[config.mk]
export PLATFORM = sky130hd
export DESIGN_NAME = spcf_sqrt
export DESIGN_NICKNAME = d
export VERILOG_FILES = /design/src/rtl/spcf_sqrt.sv
export SDC_FILE = /design/constraint.sdc
export NUM_CORES = 2
export LEC_CHECK = 0
export BUFFER_PORTS_ARGS = -buffer_cell sky130_fd_sc_hd__buf_4
export CAP_MARGIN = 25
export CORE_MARGIN = 5
export CORE_UTILIZATION = 50
export DETAILED_ROUTE_END_ITERATION = 7
export PLACE_DENSITY = 0.63
export SLEW_MARGIN = 15
export SYNTH_ARGS = -nofsm -noshare
export SYNTH_HDL_FRONTEND = slang
export SYNTH_SLANG_ARGS = --single-unit
[constraint.sdc]
create_clock -name i_clk -period 4.8 [get_ports i_clk]
set_clock_uncertainty 0.15 [all_clocks]
set_input_delay 0.48 -clock i_clk [delete_from_list [all_inputs] [get_ports i_clk]]
set_output_delay 0.48 -clock i_clk [all_outputs]
set_load 0.02 [all_outputs]
[src/rtl/spcf_sqrt.sv]
// ----------------------------------------------------------------------------
// spcf_sqrt
// Pipelined floor square root, one result bit per stage, with sideband.
// ----------------------------------------------------------------------------
module spcf_sqrt #(
    parameter int unsigned IW = 64,
    parameter int unsigned SW = 1
) (
    input  logic              i_clk,
    input  logic              i_rst_n,
    input  logic              i_en,
    input  logic              i_valid,
    input  logic [IW-1:0]     i_rad,
    input  logic [SW-1:0]     i_side,
    output logic              o_valid,
    output logic [IW/2-1:0]   o_root,
    output logic [SW-1:0]     o_side
);
    localparam int unsigned RW = IW / 2;
    localparam int unsigned CW = IW + 2;

    logic [RW-1:0] r_v;
    logic [CW-1:0] r_rem  [RW];
    logic [RW-1:0] r_root [RW];
    logic [SW-1:0] r_side [RW];

    logic [CW-1:0] rem_in  [RW];
    logic [CW-1:0] trial   [RW];
    logic [CW-1:0] n_rem   [RW];
    logic [RW-1:0] root_in [RW];
    logic [RW-1:0] n_root  [RW];

    always_comb begin
        for (int k = 0; k < RW; k++) begin
            if (k == 0) begin
                rem_in[k]  = CW'(i_rad);
                root_in[k] = '0;
            end else begin
                rem_in[k]  = r_rem[k-1];
                root_in[k] = r_root[k-1];
            end
            trial[k] = (CW'(root_in[k]) << (RW - k)) + (CW'(1) << (2 * (RW - 1 - k)));
            if (rem_in[k] >= trial[k]) begin
                n_rem[k]  = rem_in[k] - trial[k];
                n_root[k] = root_in[k] | (RW'(1) << (RW - 1 - k));
            end else begin
                n_rem[k]  = rem_in[k];
                n_root[k] = root_in[k];
            end
        end
    end

    always_ff @(posedge i_clk) begin
        if (!i_rst_n) begin
            r_v <= '0;
        end else if (i_en) begin
            r_v <= {r_v[RW-2:0], i_valid};
        end
    end

    always_ff @(posedge i_clk) begin
        if (i_en) begin
            for (int k = 0; k < RW; k++) begin
                r_rem[k]  <= n_rem[k];
                r_root[k] <= n_root[k];
                if (k == 0) begin
                    r_side[k] <= i_side;
                end else begin
                    r_side[k] <= r_side[k-1];
                end
            end
        end
    end

    assign o_valid = r_v[RW-1];
    assign o_root  = r_root[RW-1];
    assign o_side  = r_side[RW-1];

endmodule

### Word level (Yosys, flattened, before mapping)

Memory sizes are Yosys's and may differ from the RTL's.
Cells that the tools add are included.

* $add $sub $neg: 63
* magnitude comparators: 32
* mux-type cells: 66

Operator list (count)
* 66-bit 2-to-1 mux: 32
* 66-bit by 34-bit >= comparator with 1-bit output: 1
* 66-bit by 35-bit >= comparator with 1-bit output: 1
* 66-bit by 36-bit >= comparator with 1-bit output: 1
* 66-bit by 37-bit >= comparator with 1-bit output: 1
* 66-bit by 38-bit >= comparator with 1-bit output: 1
* 66-bit by 39-bit >= comparator with 1-bit output: 1
* 66-bit by 40-bit >= comparator with 1-bit output: 1
* 66-bit by 41-bit >= comparator with 1-bit output: 1
* 66-bit by 42-bit >= comparator with 1-bit output: 1
* 66-bit by 43-bit >= comparator with 1-bit output: 1
* 66-bit by 44-bit >= comparator with 1-bit output: 1
* 66-bit by 45-bit >= comparator with 1-bit output: 1
* 66-bit by 46-bit >= comparator with 1-bit output: 1
* 66-bit by 47-bit >= comparator with 1-bit output: 1
* 66-bit by 48-bit >= comparator with 1-bit output: 1
* 66-bit by 49-bit >= comparator with 1-bit output: 1
* 66-bit by 50-bit >= comparator with 1-bit output: 1
* 66-bit by 51-bit >= comparator with 1-bit output: 1
* 66-bit by 52-bit >= comparator with 1-bit output: 1
* 66-bit by 53-bit >= comparator with 1-bit output: 1
* 66-bit by 54-bit >= comparator with 1-bit output: 1
* 66-bit by 55-bit >= comparator with 1-bit output: 1
* 66-bit by 56-bit >= comparator with 1-bit output: 1
* other kinds (104): 106

* register bits: 32
* RAM bits: 3168
* input port bits: 69
* output and inout port bits: 34
* logic and storage cells: 165
* memories kept: 3

Memory list
* r_rem: depth 32, width 66, read ports 31, clocked after memory_dff 0, write ports 32, line 23 `logic [CW-1:0] r_rem [RW];`
* r_root: depth 32, width 32, read ports 32, clocked after memory_dff 0, write ports 32, line 24 `logic [RW-1:0] r_root [RW];`
* r_side: depth 32, width 1, read ports 32, clocked after memory_dff 0, write ports 32, line 25 `logic [SW-1:0] r_side [RW];`

### Longest topological paths before layout

An unclocked memory read counts as a cell.

* depth after elaboration: 4
* mapped depth: 15
* depth with buffers taken out: 12

### Worst setup path after synthesis

Ideal clock, no wire load.

* kind: register -> register
* from: memory r_rem[1][814] in the netlist's numbering
* to: memory r_rem[1][868] in the netlist's numbering (data pin)
* arrival: 3.181 ns
* data required time: 4.380 ns
* path slack: 1.199 ns
* cell stages (with the launch flop): 14
* period minus slack after synthesis: 3.601 ns
* cell sequence: edfxtp_1 ha_1 clkbuf_1 nand4_1 nor4_1 o211a_1 nor4_1 o31ai_1 a31oi_1 inv_2 buf_2 buf_1 clkbuf_1 a21oi_1

RTL lines (line)
* from (decl): 23

==> summary.txt <==
Worst setup path
  – Slowest-stage cell, CP: nor4_1
  – Crit path buf inv count: 2
  – Crit path launch type: flop
  – Critical-path cell list: ha_1 -> or4b_2 -> nor4_1 -> nand4_1 -> nand3_1 -> a31oi_1 -> inv_2 -> buf_4 -> o2111ai_1 -> nor2_1 -> xor2_1
  – Crit path required time: 5270 ps
  – CP arrival: 5140 ps
  – R2R Setup Slk: 140 ps
  – Slowest cell delay on critical path: 750 ps
  – Worst setup EP type: flop
  – WS Path Type: reg2reg
  – CP top delay family: simple AND/OR/NAND/NOR gates
  – CP Max Fanout: 50

Die
  – Number of I/O pins: 103
  – Die area: 264000 µm²
  – Die X: 513 µm
  – Die Span Y: 513 µm
  – Total core area: 252000 µm²
  – Starting Density: 50.3%
  – Cell Rows: 184

Power and ir drop
  – Peak supply drop: 0.399 mV
  – Pleak: 0.0536 µW
  – Psw: 19600 µW
  – Clk pwr share: 33.8%
  – Comb pwr share: 20.2%
  – Pwr/cell area: 476 nW/µm²
  – Sw frac: 28.9%
  – Internal power: 48300 µW
  – Sequential power share: 45.9%

Synth
  – Largest area contributor in the netlist: edfxtp_1
  – Post-Syn Area: 127000 µm²
  – Post-Synthesis Cells: 10200
  – Syn_nets: 10800
  – EDFF count, synth: 2605
  – Yosys cell types: 98
  – Synth area leaders: edfxtp_1 62%, ha_1 5.5%, xnor2_1 3.2%
  – Seq/Total Area, Yosys: 62.3%
  – Ys async rst share: 0%
  – FF+latch count, synth: 2637
  – Share of the synthesized area in the top cell type: 61.7%
  – Primary FF master, synth: edfxtp_1
  – Yosys warning total: 0
  – Syn avg cell area: 12.4 µm²

GRT
  – First-pass GRT wire length: 486000 µm
  – Global Route Usage Sum: 23.8%
  – Initial antenna violation count: 13
  – GRT overflow: 0
  – Largest net degree at the start of global routing: 166
  – Vias in the first global route: 79400

Routing
  – DRT Pass-1 Iters: 6
  – Vias: 82500
  – Antenna Nets Post-Route: 0
  – Final wirelength: 321000 µm
  – Vias per inst: 5.83
  – Remaining DRCs: 0
  – Routed len/inst: 22.7 µm
  – Iteration-0 DRC count of the detailed router: 7912

Clocking
  – Clock Path Buffers: 4
  – Clock tree sinks: 2637
  – CTS buffer count: 305
  – CTS tree: done
  – Worst-path clk slew: 60 ps
  – Later-pin clock latency in the skew report: 940 ps
  – H-Tree Depth: 5
  – CTS root buf: clkbuf_16

Finish
  – Nets@finish: 11200
  – Area delta synth->final: 12.6%
  – Layout cells sized above 1: 7.35%

Job
  – Max-cap viol count: 0

Place
  – Port Buf Inserts: 102
  – RD Place Congestion: 0.946
  – Hpwl dp: 240000 µm

STA
  – Final hold vios: 0
  – RSZ-0062 raised after global routing: no
  – Max-slew violation count: 0
  – Peak Freq: 214 MHz
  – Headroom to the max-slew limit: 25.5%
  – Final period utilization: 97.2%
  – Worst slew pin tran: 1100 ps
  – Final min period: 4660 ps
  – Hold Slack: 115 ps
  – Setup TNS Final: 0 ps
  – Final setup viols: 0

Hold path
  – Worst Hold Class: in2reg

Outcome
  – Outcome: finished clean
[synthesized netlist by cell type, drive strengths merged (36+ instances only)]
master  number
edfxtp    2605
nor2       790
inv        696
a21oi      682
nand2      601
ha         558
xnor2      464
xor2       456
o21ai      398
nor4       368
nor3       283
a21o       217
clkbuf     198
nand4      176
nand3      173
or3        141
nand2b     114
o21a       103
nor2b       99
or4         87
mux2        77
nor4b       54
and3        51
o31ai       49
a211oi      47
o21bai      46
or2         44
a31oi       40
and2        40
mux2i       39
o211ai      36
[state kept, by name, indices dropped and copies added, names as in the netlist]
name    flops
r_rem    2045
r_root    528
r_side     32
r_v        32
[routing by layer]
layer | vias up | global-route usage [%] | part of all wire [%]
met5 | - | 0 | 0.0022
met4 | 2 | 5.07 | 2.0
met3 | 467 | 3.62 | 6.2
met2 | 2521 | 37.9 | 46
met1 | 40500 | 34.8 | 46
li1 | 39000 | - | -
[cells in the final DEF (no fill, tap or decap), drive strengths merged, types with 34 or more instances in the layout]
cell type	Yosys	routed
o21bai	46	46
o31ai	49	49
and2	40	40
nor4b	54	54
clkinv	0	123
or2	44	44
nor3	283	283
buf	24	226
mux2i	39	39
inv	696	708
a21oi	682	682
nor2b	99	99
a31oi	40	40
o211ai	36	36
ha	558	558
or4	87	87
clkbuf	198	352
dlygate4sd3	0	70
xnor2	464	464
nand4b	34	34
and3	51	51
bufinv	0	37
nand3	173	173
nand2	601	601
edfxtp	2605	2605
a21o	217	217
o21ai	398	398
or3	141	141
xor2	456	456
nand4	176	176
nor2	790	790
a211oi	47	47
nor4	368	368
o21a	103	103
nand2b	114	114
mux2	77	77
[final timing paths]
| kind | start | to | depth (start not counted) |
|---|---|---|---|
| min | i_rad[24] | r_rem[0][24] | 2 |
| min reg2reg | r_root[1][364] | r_root[1][396] | 0 |
| max | r_rem[1][799] | r_rem[1][898] | 11 |
| max reg2reg | r_rem[1][799] | r_rem[1][898] | 11 |
[cells by family (layout without fill, tap and decap cells)]
family          count (synthesis)  in the layout  synth area share (%)
simple gates                 3174           3174                  13.0
flops                        2637           2637                  62.3
compound gates               1862           1862                  9.13
xor+xnor                      920            920                  6.36
buf+inv                       918           1523                  2.73
fa+ha+maj                     558            558                  5.51
mux                           116            116                 0.993
other cells                     0              3                     0
[layout make-up]
cell class                 instances  area [µm²]
tap                             3348        4190
inverter                         696        2610
timing repair buffer             297        2700
clock buffer                     351        8000
multi-input combinational       6630       44400
clock inverter                   179        1890
antenna                            3        7.51
sequential                      2637       78900
fill                           20700      109000
[power groups by stage]
stage | clock network, µW | registers (µW) | logic (µW)
after floorplan | 0 | 30500 | 9780
after global placement | 0 | 31600 | 13400
after detailed placement | 0 | 31700 | 13500
after CTS | 23600 | 31200 | 13600
after global routing | 24500 | 31500 | 15100
final | 23000 | 31200 | 13700
[worst register-to-register path, stage by stage, from the launching register on]
cell and delay (ps):
edfxtp_1 400, ha_1 400, or4b_2 600, nor4_1 750, nand4_1 490, nand3_1 270, a31oi_1 90, inv_2 170
buf_4 480, o2111ai_1 300, nor2_1 180, xor2_1 80
[per-stage QoR]
stage | setup slack, ps | cells | utilization (%) | area (µm²) | total power, µW
3_3_place_gp | 135 | 13500 | 52.4 | 132000 | 45000
2_1_floorplan | 1200 | 10200 | - | 127000 | 40300
6_report | 137 | 14100 | 56.7 | 143000 | 67900
4_1_cts | 119 | 14100 | 56.6 | 143000 | 68400
5_1_grt | 110 | 14100 | 56.7 | 143000 | 71100
3_5_place_dp | 114 | 13500 | 52.4 | 132000 | 45100
[what timing repair did]
| item | in CTS | in global routing |
|---|---|---|
| endpoints found under the setup margin | 0 | 16 |
| gates resized for setup | 0 | 2 |
| setup buffers | 0 | 0 |
| hold endpoints to repair | 127 | 0 |
| hold buffers | 70 | 0 |
Note: power is estimated with default switching activity, not from simulation.
