<file path="src/rtl/spcf_div.sv">
// ----------------------------------------------------------------------------
// spcf_div
// Pipelined restoring divider, one quotient bit per stage, shared divisor,
// several lanes and sideband. The quotient must fit in QW bits.
// ----------------------------------------------------------------------------
module spcf_div #(
    parameter int unsigned NW = 48,
    parameter int unsigned DW = 32,
    parameter int unsigned QW = 16,
    parameter int unsigned LN = 1,
    parameter int unsigned SW = 1
) (
    input  logic                   i_clk,
    input  logic                   i_rst_n,
    input  logic                   i_en,
    input  logic                   i_valid,
    input  logic [LN-1:0][NW-1:0]  i_num,
    input  logic [DW-1:0]          i_den,
    input  logic [SW-1:0]          i_side,
    output logic                   o_valid,
    output logic [LN-1:0][QW-1:0]  o_quo,
    output logic [SW-1:0]          o_side
);
    localparam int unsigned CW = (NW > DW + QW) ? NW : DW + QW;

    logic [QW-1:0] r_v;
    logic [CW-1:0] r_rem  [QW][LN];
    logic [QW-1:0] r_quo  [QW][LN];
    logic [DW-1:0] r_den  [QW];
    logic [SW-1:0] r_side [QW];

    logic [CW-1:0] rem_in [QW][LN];
    logic [QW-1:0] quo_in [QW][LN];
    logic [CW-1:0] n_rem  [QW][LN];
    logic [QW-1:0] n_quo  [QW][LN];
    logic [DW-1:0] den_in [QW];
    logic [CW-1:0] trial  [QW];

    always_comb begin
        for (int k = 0; k < QW; k++) begin
            den_in[k] = (k == 0) ? i_den : r_den[k-1];
            trial[k]  = CW'(den_in[k]) << (QW - 1 - k);
            for (int l = 0; l < LN; l++) begin
                if (k == 0) begin
                    rem_in[k][l] = CW'(i_num[l]);
                    quo_in[k][l] = '0;
                end else begin
                    rem_in[k][l] = r_rem[k-1][l];
                    quo_in[k][l] = r_quo[k-1][l];
                end
                if (rem_in[k][l] >= trial[k]) begin
                    n_rem[k][l] = rem_in[k][l] - trial[k];
                    n_quo[k][l] = quo_in[k][l] | (QW'(1) << (QW - 1 - k));
                end else begin
                    n_rem[k][l] = rem_in[k][l];
                    n_quo[k][l] = quo_in[k][l];
                end
            end
        end
    end

    always_ff @(posedge i_clk) begin
        if (!i_rst_n) begin
            r_v <= '0;
        end else if (i_en) begin
            r_v <= {r_v[QW-2:0], i_valid};
        end
    end

    always_ff @(posedge i_clk) begin
        if (i_en) begin
            for (int k = 0; k < QW; k++) begin
                r_den[k]  <= den_in[k];
                r_side[k] <= (k == 0) ? i_side : r_side[k-1];
                for (int l = 0; l < LN; l++) begin
                    r_rem[k][l] <= n_rem[k][l];
                    r_quo[k][l] <= n_quo[k][l];
                end
            end
        end
    end

    always_comb begin
        for (int l = 0; l < LN; l++) begin
            o_quo[l] = r_quo[QW-1][l];
        end
    end

    assign o_valid = r_v[QW-1];
    assign o_side  = r_side[QW-1];

endmodule

</file>
<file path="config.mk">
export PLATFORM = sky130hd
export DESIGN_NAME = spcf_div
export DESIGN_NICKNAME = d
export VERILOG_FILES = /design/src/rtl/spcf_div.sv
export SDC_FILE = /design/constraint.sdc
export NUM_CORES = 2
export LEC_CHECK = 0
export ABC_CLOCK_PERIOD_IN_PS = 4600
export BUFFER_PORTS_ARGS = -buffer_cell sky130_fd_sc_hd__buf_2
export CORE_MARGIN = 2
export CORE_UTILIZATION = 50
export DETAILED_ROUTE_END_ITERATION = 12
export GPL_ROUTABILITY_DRIVEN = 0
export PLACE_DENSITY = 0.74
export SLEW_MARGIN = 20
export SYNTH_ARGS = -nofsm -noshare
export SYNTH_HDL_FRONTEND = slang
export SYNTH_SLANG_ARGS = --single-unit
</file>
<file path="constraint.sdc">
create_clock -name i_clk -period 4.6 [get_ports i_clk]
set_input_delay 0.23 -clock i_clk [delete_from_list [all_inputs] [get_ports i_clk]]
set_output_delay 0.23 -clock i_clk [all_outputs]
set_load 0.01 [all_outputs]
</file>
# Yosys cells after proc, flatten, opt, wreduce, memory -nomap -nowiden
# Memories as Yosys holds them, arrays and structs flattened.
# Cells that the tools add are included.
[totals]
reg_bits = 16
latchBits = 0
ramBits = 1552
rom_bits = 0
out_inout_bits = 18
mem_count = 4
[memory_table]
columns = ["name", "depth", "word_bits", "read_ports", "rd_ports_with_merged_regs", "write_ports", "line", "rtl"]
rows = [
  ["r_rem", 16, 48, 15, 0, 16, "27", "logic [CW-1:0] r_rem [QW][LN];"],
  ["r_den", 16, 32, 15, 0, 16, "29", "logic [DW-1:0] r_den [QW];"],
  ["r_quo", 16, 16, 16, 0, 16, "28", "logic [QW-1:0] r_quo [QW][LN];"],
  ["r_side", 16, 1, 16, 0, 16, "30", "logic [SW-1:0] r_side [QW];"],
]
[op_classes]
add_sub_neg = 16
multipliers = 0
n_div = 0
n_lt_le_gt_ge = 16
eq_ne = 0
n_shift = 0
muxes = 34
bitwise = 0
reduce_logical = 0
[op_table]
columns = ["op", "n"]
rows = [
  ["2-to-1 mux 48 bit", 16],
  ["greater-or-equal comparator 48 x 32 -> 1 bit", 1],
  ["greater-or-equal comparator 48 x 33 -> 1 bit", 1],
  ["greater-or-equal comparator 48 x 34 -> 1 bit", 1],
  ["greater-or-equal comparator 48 x 35 -> 1 bit", 1],
  ["greater-or-equal comparator 48 x 36 -> 1 bit", 1],
  ["greater-or-equal comparator 48 x 37 -> 1 bit", 1],
  ["greater-or-equal comparator 48 x 38 -> 1 bit", 1],
  ["greater-or-equal comparator 48 x 39 -> 1 bit", 1],
  ["greater-or-equal comparator 48 x 40 -> 1 bit", 1],
  ["greater-or-equal comparator 48 x 41 -> 1 bit", 1],
  ["greater-or-equal comparator 48 x 42 -> 1 bit", 1],
  ["greater-or-equal comparator 48 x 43 -> 1 bit", 1],
  ["greater-or-equal comparator 48 x 44 -> 1 bit", 1],
  ["greater-or-equal comparator 48 x 45 -> 1 bit", 1],
  ["greater-or-equal comparator 48 x 46 -> 1 bit", 1],
  ["greater-or-equal comparator 48 x 47 -> 1 bit", 1],
  ["subtractor 48 x 32 -> 48 bit", 1],
  ["subtractor 48 x 33 -> 48 bit", 1],
  ["subtractor 48 x 34 -> 48 bit", 1],
  ["subtractor 48 x 35 -> 48 bit", 1],
  ["subtractor 48 x 36 -> 48 bit", 1],
  ["subtractor 48 x 37 -> 48 bit", 1],
  ["subtractor 48 x 38 -> 48 bit", 1],
  ["25 further kinds", 27],
]

# Logic depth before layout (Yosys ltp)
# An unclocked memory read counts as a cell.
[logic_depth]
depth_word = 3
mapped_depth = 16
mapped_depth_nobuf = 14

# Worst setup path before layout
# OpenSTA, ideal clock, no wires.
[synth_path]
kind = "reg-to-reg"
start = "memory r_rem[1][194] in the netlist's numbering"
end = "memory r_rem[1][284] in the netlist's numbering (data pin)"
t_arrival_ps = 3239
t_required_ps = 4469
setup_slack_ps = 1230
path_stages_with_launch = 14
period_less_slack_ps = 3370
path_cell_list = "edfxtp_1 > inv_1 > ha_1 > inv_1 > fa_1 > a211oi_1 > o211ai_1 > a41oi_1 > nand2_1 > a21oi_1 > nand2_1 > a31o_2 > or4b_2 > nand2_1"
[synth_rtl]
columns = ["item", "line"]
rows = [
  ["start: declaration", "27"],
]

==> results.md <==
- Peak supply drop: ~440 uV
- Async S/R FF share, synth: 0%
- TritonCTS clock tree: built
- Syn Inst Count: between 7000 and 8000
- Cell Rows: between 100 and 150
- Via Count: approximately 56000
- Slew margin rel.: between 30% and 40%
- Switch Pwr: ~20 mW
- Initial DRC Count: 3842
- Clk sinks: about 1400
- Min-delay src: i_side
- DP Wirelength: between 100 and 150 mm
- P&R area growth vs syn: 11.34%
- R2r startpoint: r_rem[0][144]$_DFFE_PP_
- Sw frac: 36.45%
- Combinational family with the most area after synthesis: compound AO/OA/AOI/OAI gates
- Logic pwr share: 41.9%
- Post-synth top area share: 51.53%
- I/O pin cnt: 103
- Gr usage total: between 20 and 25%
- CP Capture Type: flop
- Setup TNS: 0 ns
- Adder and majority cell fraction of the synthesized area: approximately 8.5%
- WP data required: roughly 5 ns
- YS warnings: 0
- Full die area: 0.1608 mm^2
- Max-cap violations: 0
- Vert. Die Dim: 400.9 um
- Post-CTS Setup Repair Bufs: 0
- Data arrival time of the worst path: 4.77 ns
- Clock tree buffer depth: 3
- RSZ-0062 raised after global routing: false
- Slew at the pin closest to its max-slew limit: 1.002 ns
- Top cells by area, synth: edfxtp_1 (52%), ha_1 (8.1%), a21oi_1 (4.4%)
- Post-DR wirelength/cell: between 15 and 20 um
- Post-synthesis sequential area ratio: roughly 52%
- Syn_nets: 7973
- Worst-case reg-to-reg path depth: 10
- Static leakage: roughly 35 nW
- Final-report setup violation count: 0
- Initial antenna violation count: 0
- Internal: approximately 35 mW
- H-tree Lvls: 4
- Global-route wire length before repair: about 270 mm
- Tot Pwr: 54.63 mW
- Post-synthesis xor/xnor area fraction: between 5 and 6%
- Vias per cell: about 5.8
- Layout Nets: just over 8000
- Final hold violations: 0
- Clock share of power: around 22%
- Final ANT Viol Nets: 0
- Area fraction in compound gates after synthesis: roughly 16%
- Chip width: ~400 um
- Placed Area: roughly 0.082 mm^2
- DRC viols: 0
- Root Buffer: clkbuf_16
- Critical path class: flop to flop
- R2R Setup Slk: roughly 0.35 ns
- EDFF count, synth: 1352
- Worst-path clk slew: about 0.060 ns
- Starting Density: 50.38%
- Simple logic cell fraction of the synthesized area: approximately an eighth
- Largest net degree at the start of global routing: 135
- #FFs+latches synth: between 1000 and 1500
- Core area: between 0.15 and 0.2 mm^2
- # fillers: about 13000
- Worst Hold Slack: around 0.16 ns
- Final worst-path cycle share: between 90% and 100%
- Cell Area, Synth: ~0.079 mm^2
- Min-Delay Path Depth: 2
- Post-synth top area cell: edfxtp_1
- Fmax: ~240 MHz
- Pwr dens: 622.8 mW/mm^2
- Status: finished clean
- Main synth FF type: edfxtp_1
- Startpoint Class: flop
- Num CTS Buffers: approximately 150
- Layout cells sized above 1: between 7 and 8%
- # port buffers: a little over 100
- Hold Crit Class: primary input to flop
- Min Clock Period, post-route: around 4.3 ns
- Mapped Avg Cell Area: 10.70 um^2
- Drt pass-1 iters: 9
- Hold endpoint: r_side[0]$_DFFE_PP_
- Final wirelength: 166.1 mm
- Overflow after GRT: 0
- Synth unique cells: 95
- Vias in the first global route: 55570
- Post-synthesis mux area share: under 10%
- R2r endpoint: r_rem[0][236]$_DFFE_PP_
- Final Max Slew Viols: 0
- Flop pwr share: 36.0%
- Post-route cell area: around 0.088 mm^2
- Clock insertion delay at the later pin of the skew report: roughly 0.79 ns
- Crit-path max FO: 28
- Layout Skew: approximately 0.022 ns
## area by class of cell
type                            count  area (um^2)  share of cell area, %
Timing Repair Buffer              257         2127                  2.425
Multi-Input combinational cell   5106        34530                  39.37
Sequential cell                  1368        40920                  46.65
Antenna cell                        2        5.005               0.005706
Inverter                          665         2496                  2.846
Clock buffer                      180         3930                  4.480
Tap cell                         2058         2575                  2.936
Clock inverter                     98         1131                  1.289
## through the flow
stage               setup slack (ns)  utilization, %  std cells
global placement              0.4193           52.31       9369
CTS                           0.2909           56.09       9732
detailed placement            0.3121           52.31       9369
floorplan                      1.230               -       7361
finish                        0.3492           56.09       9734
global route                 0.04388           56.09       9732
## sequential cells by signal (all words and copies together) (netlist names)
name,count
r_side,16
r_quo,136
r_rem,720
r_v,16
r_den,480
## critical path: stages, from the launching register on
cell      delay, ns
edfxtp_1       0.41
or4_1          0.54
nor4_1         0.23
nand4b_1       0.22
nor4_1         0.90
nor3_1         0.07
and3b_1        0.21
or2_2          0.44
inv_2          0.47
o311ai_0       0.31
xnor2_1        0.18
## synth_stat cells (73+ instances only)
| library cell | count |
|---|---|
| a21o_1 | 249 |
| nand3_1 | 124 |
| o21ai_0 | 439 |
| o21a_1 | 80 |
| mux2_2 | 87 |
| xnor2_1 | 291 |
| edfxtp_1 | 1352 |
| xor2_1 | 212 |
| nand2_1 | 532 |
| nand4_1 | 108 |
| nor2_1 | 550 |
| inv_1 | 661 |
| clkbuf_1 | 172 |
| ha_1 | 512 |
| a21oi_1 | 699 |
| o21bai_1 | 73 |
| nor2b_1 | 96 |
| nor3_1 | 106 |
## layer usage
layer	GRT usage, %	vias up	routed length [um]
met4	11.60	0	9754
met3	2.752	629	7109
met5	0	-	0
met2	38.40	1996	86670
li1	-	27550	-
met1	21.47	26170	62520
## cell families (layout without fill, tap and decap cells)
group,after synthesis,in the layout
mux,112,112
xor+xnor,503,503
compound gates,2039,2039
buf+inv,887,1200
flops,1368,1368
fa+ha+maj,527,527
simple gates,1925,1925
other cells,0,2
## power by group through the flow
| stage | logic, mW | registers, mW | clock network [mW] |
|---|---|---|---|
| global placement | 21.5 | 19.8 | 0 |
| detailed placement | 22.1 | 19.8 | 0 |
| floorplan | 17.5 | 19.2 | 0 |
| global route | 25.2 | 20.0 | 12.9 |
| finish | 22.9 | 19.7 | 12.1 |
| CTS | 22.3 | 19.6 | 12.4 |
## layout by cell type (no fill, tap or decap), types with 28 or more instances in the layout
master / synthesis / final
nand2b_1: 68 / 68
nand2_1: 532 / 532
xor2_1: 212 / 212
and2_1: 34 / 34
o21bai_1: 73 / 73
nor2b_1: 96 / 96
o21ai_0: 439 / 439
a211oi_1: 61 / 61
clkbuf_16: 0 / 153
nand3_1: 124 / 124
edfxtp_1: 1352 / 1352
and3_1: 63 / 63
or4_1: 28 / 28
xnor2_1: 291 / 291
o21a_1: 80 / 79
or3_1: 31 / 31
a31oi_1: 61 / 60
o31ai_1: 54 / 53
clkinv_1: 0 / 33
nor3_1: 106 / 106
a21oi_1: 699 / 699
buf_4: 2 / 52
nor4_1: 59 / 58
nand4_1: 108 / 108
nor2_1: 550 / 549
ha_1: 512 / 512
mux2_2: 87 / 87
a21o_1: 249 / 248
buf_2: 25 / 101
inv_1: 661 / 661
o211ai_1: 58 / 58
dlygate4sd3_1: 0 / 85
## how the worst max path moves through the flow
stage	from	end	slack [ns]	cells past startpoint
CTS	r_rem[0][144]$_DFFE_PP_	r_rem[0][236]$_DFFE_PP_	0.29	10
global placement	r_rem[0][144]$_DFFE_PP_	r_rem[0][236]$_DFFE_PP_	0.42	10
global route	r_rem[0][168]$_DFFE_PP_	r_rem[0][236]$_DFFE_PP_	0.04	10
detailed placement	r_rem[0][144]$_DFFE_PP_	r_rem[0][236]$_DFFE_PP_	0.31	10
floorplan	r_rem[1][194]$_DFFE_PP_	r_rem[1][284]$_DFFE_PP_	1.23	13
finish	r_rem[0][144]$_DFFE_PP_	r_rem[0][236]$_DFFE_PP_	0.35	10
## timing repair
item / in CTS / in global routing
hold buffers: 85 / 0
endpoints found under the hold margin: 111 / 0
gates resized for setup: 0 / 0
Note: power is estimated with default switching activity, not from simulation.
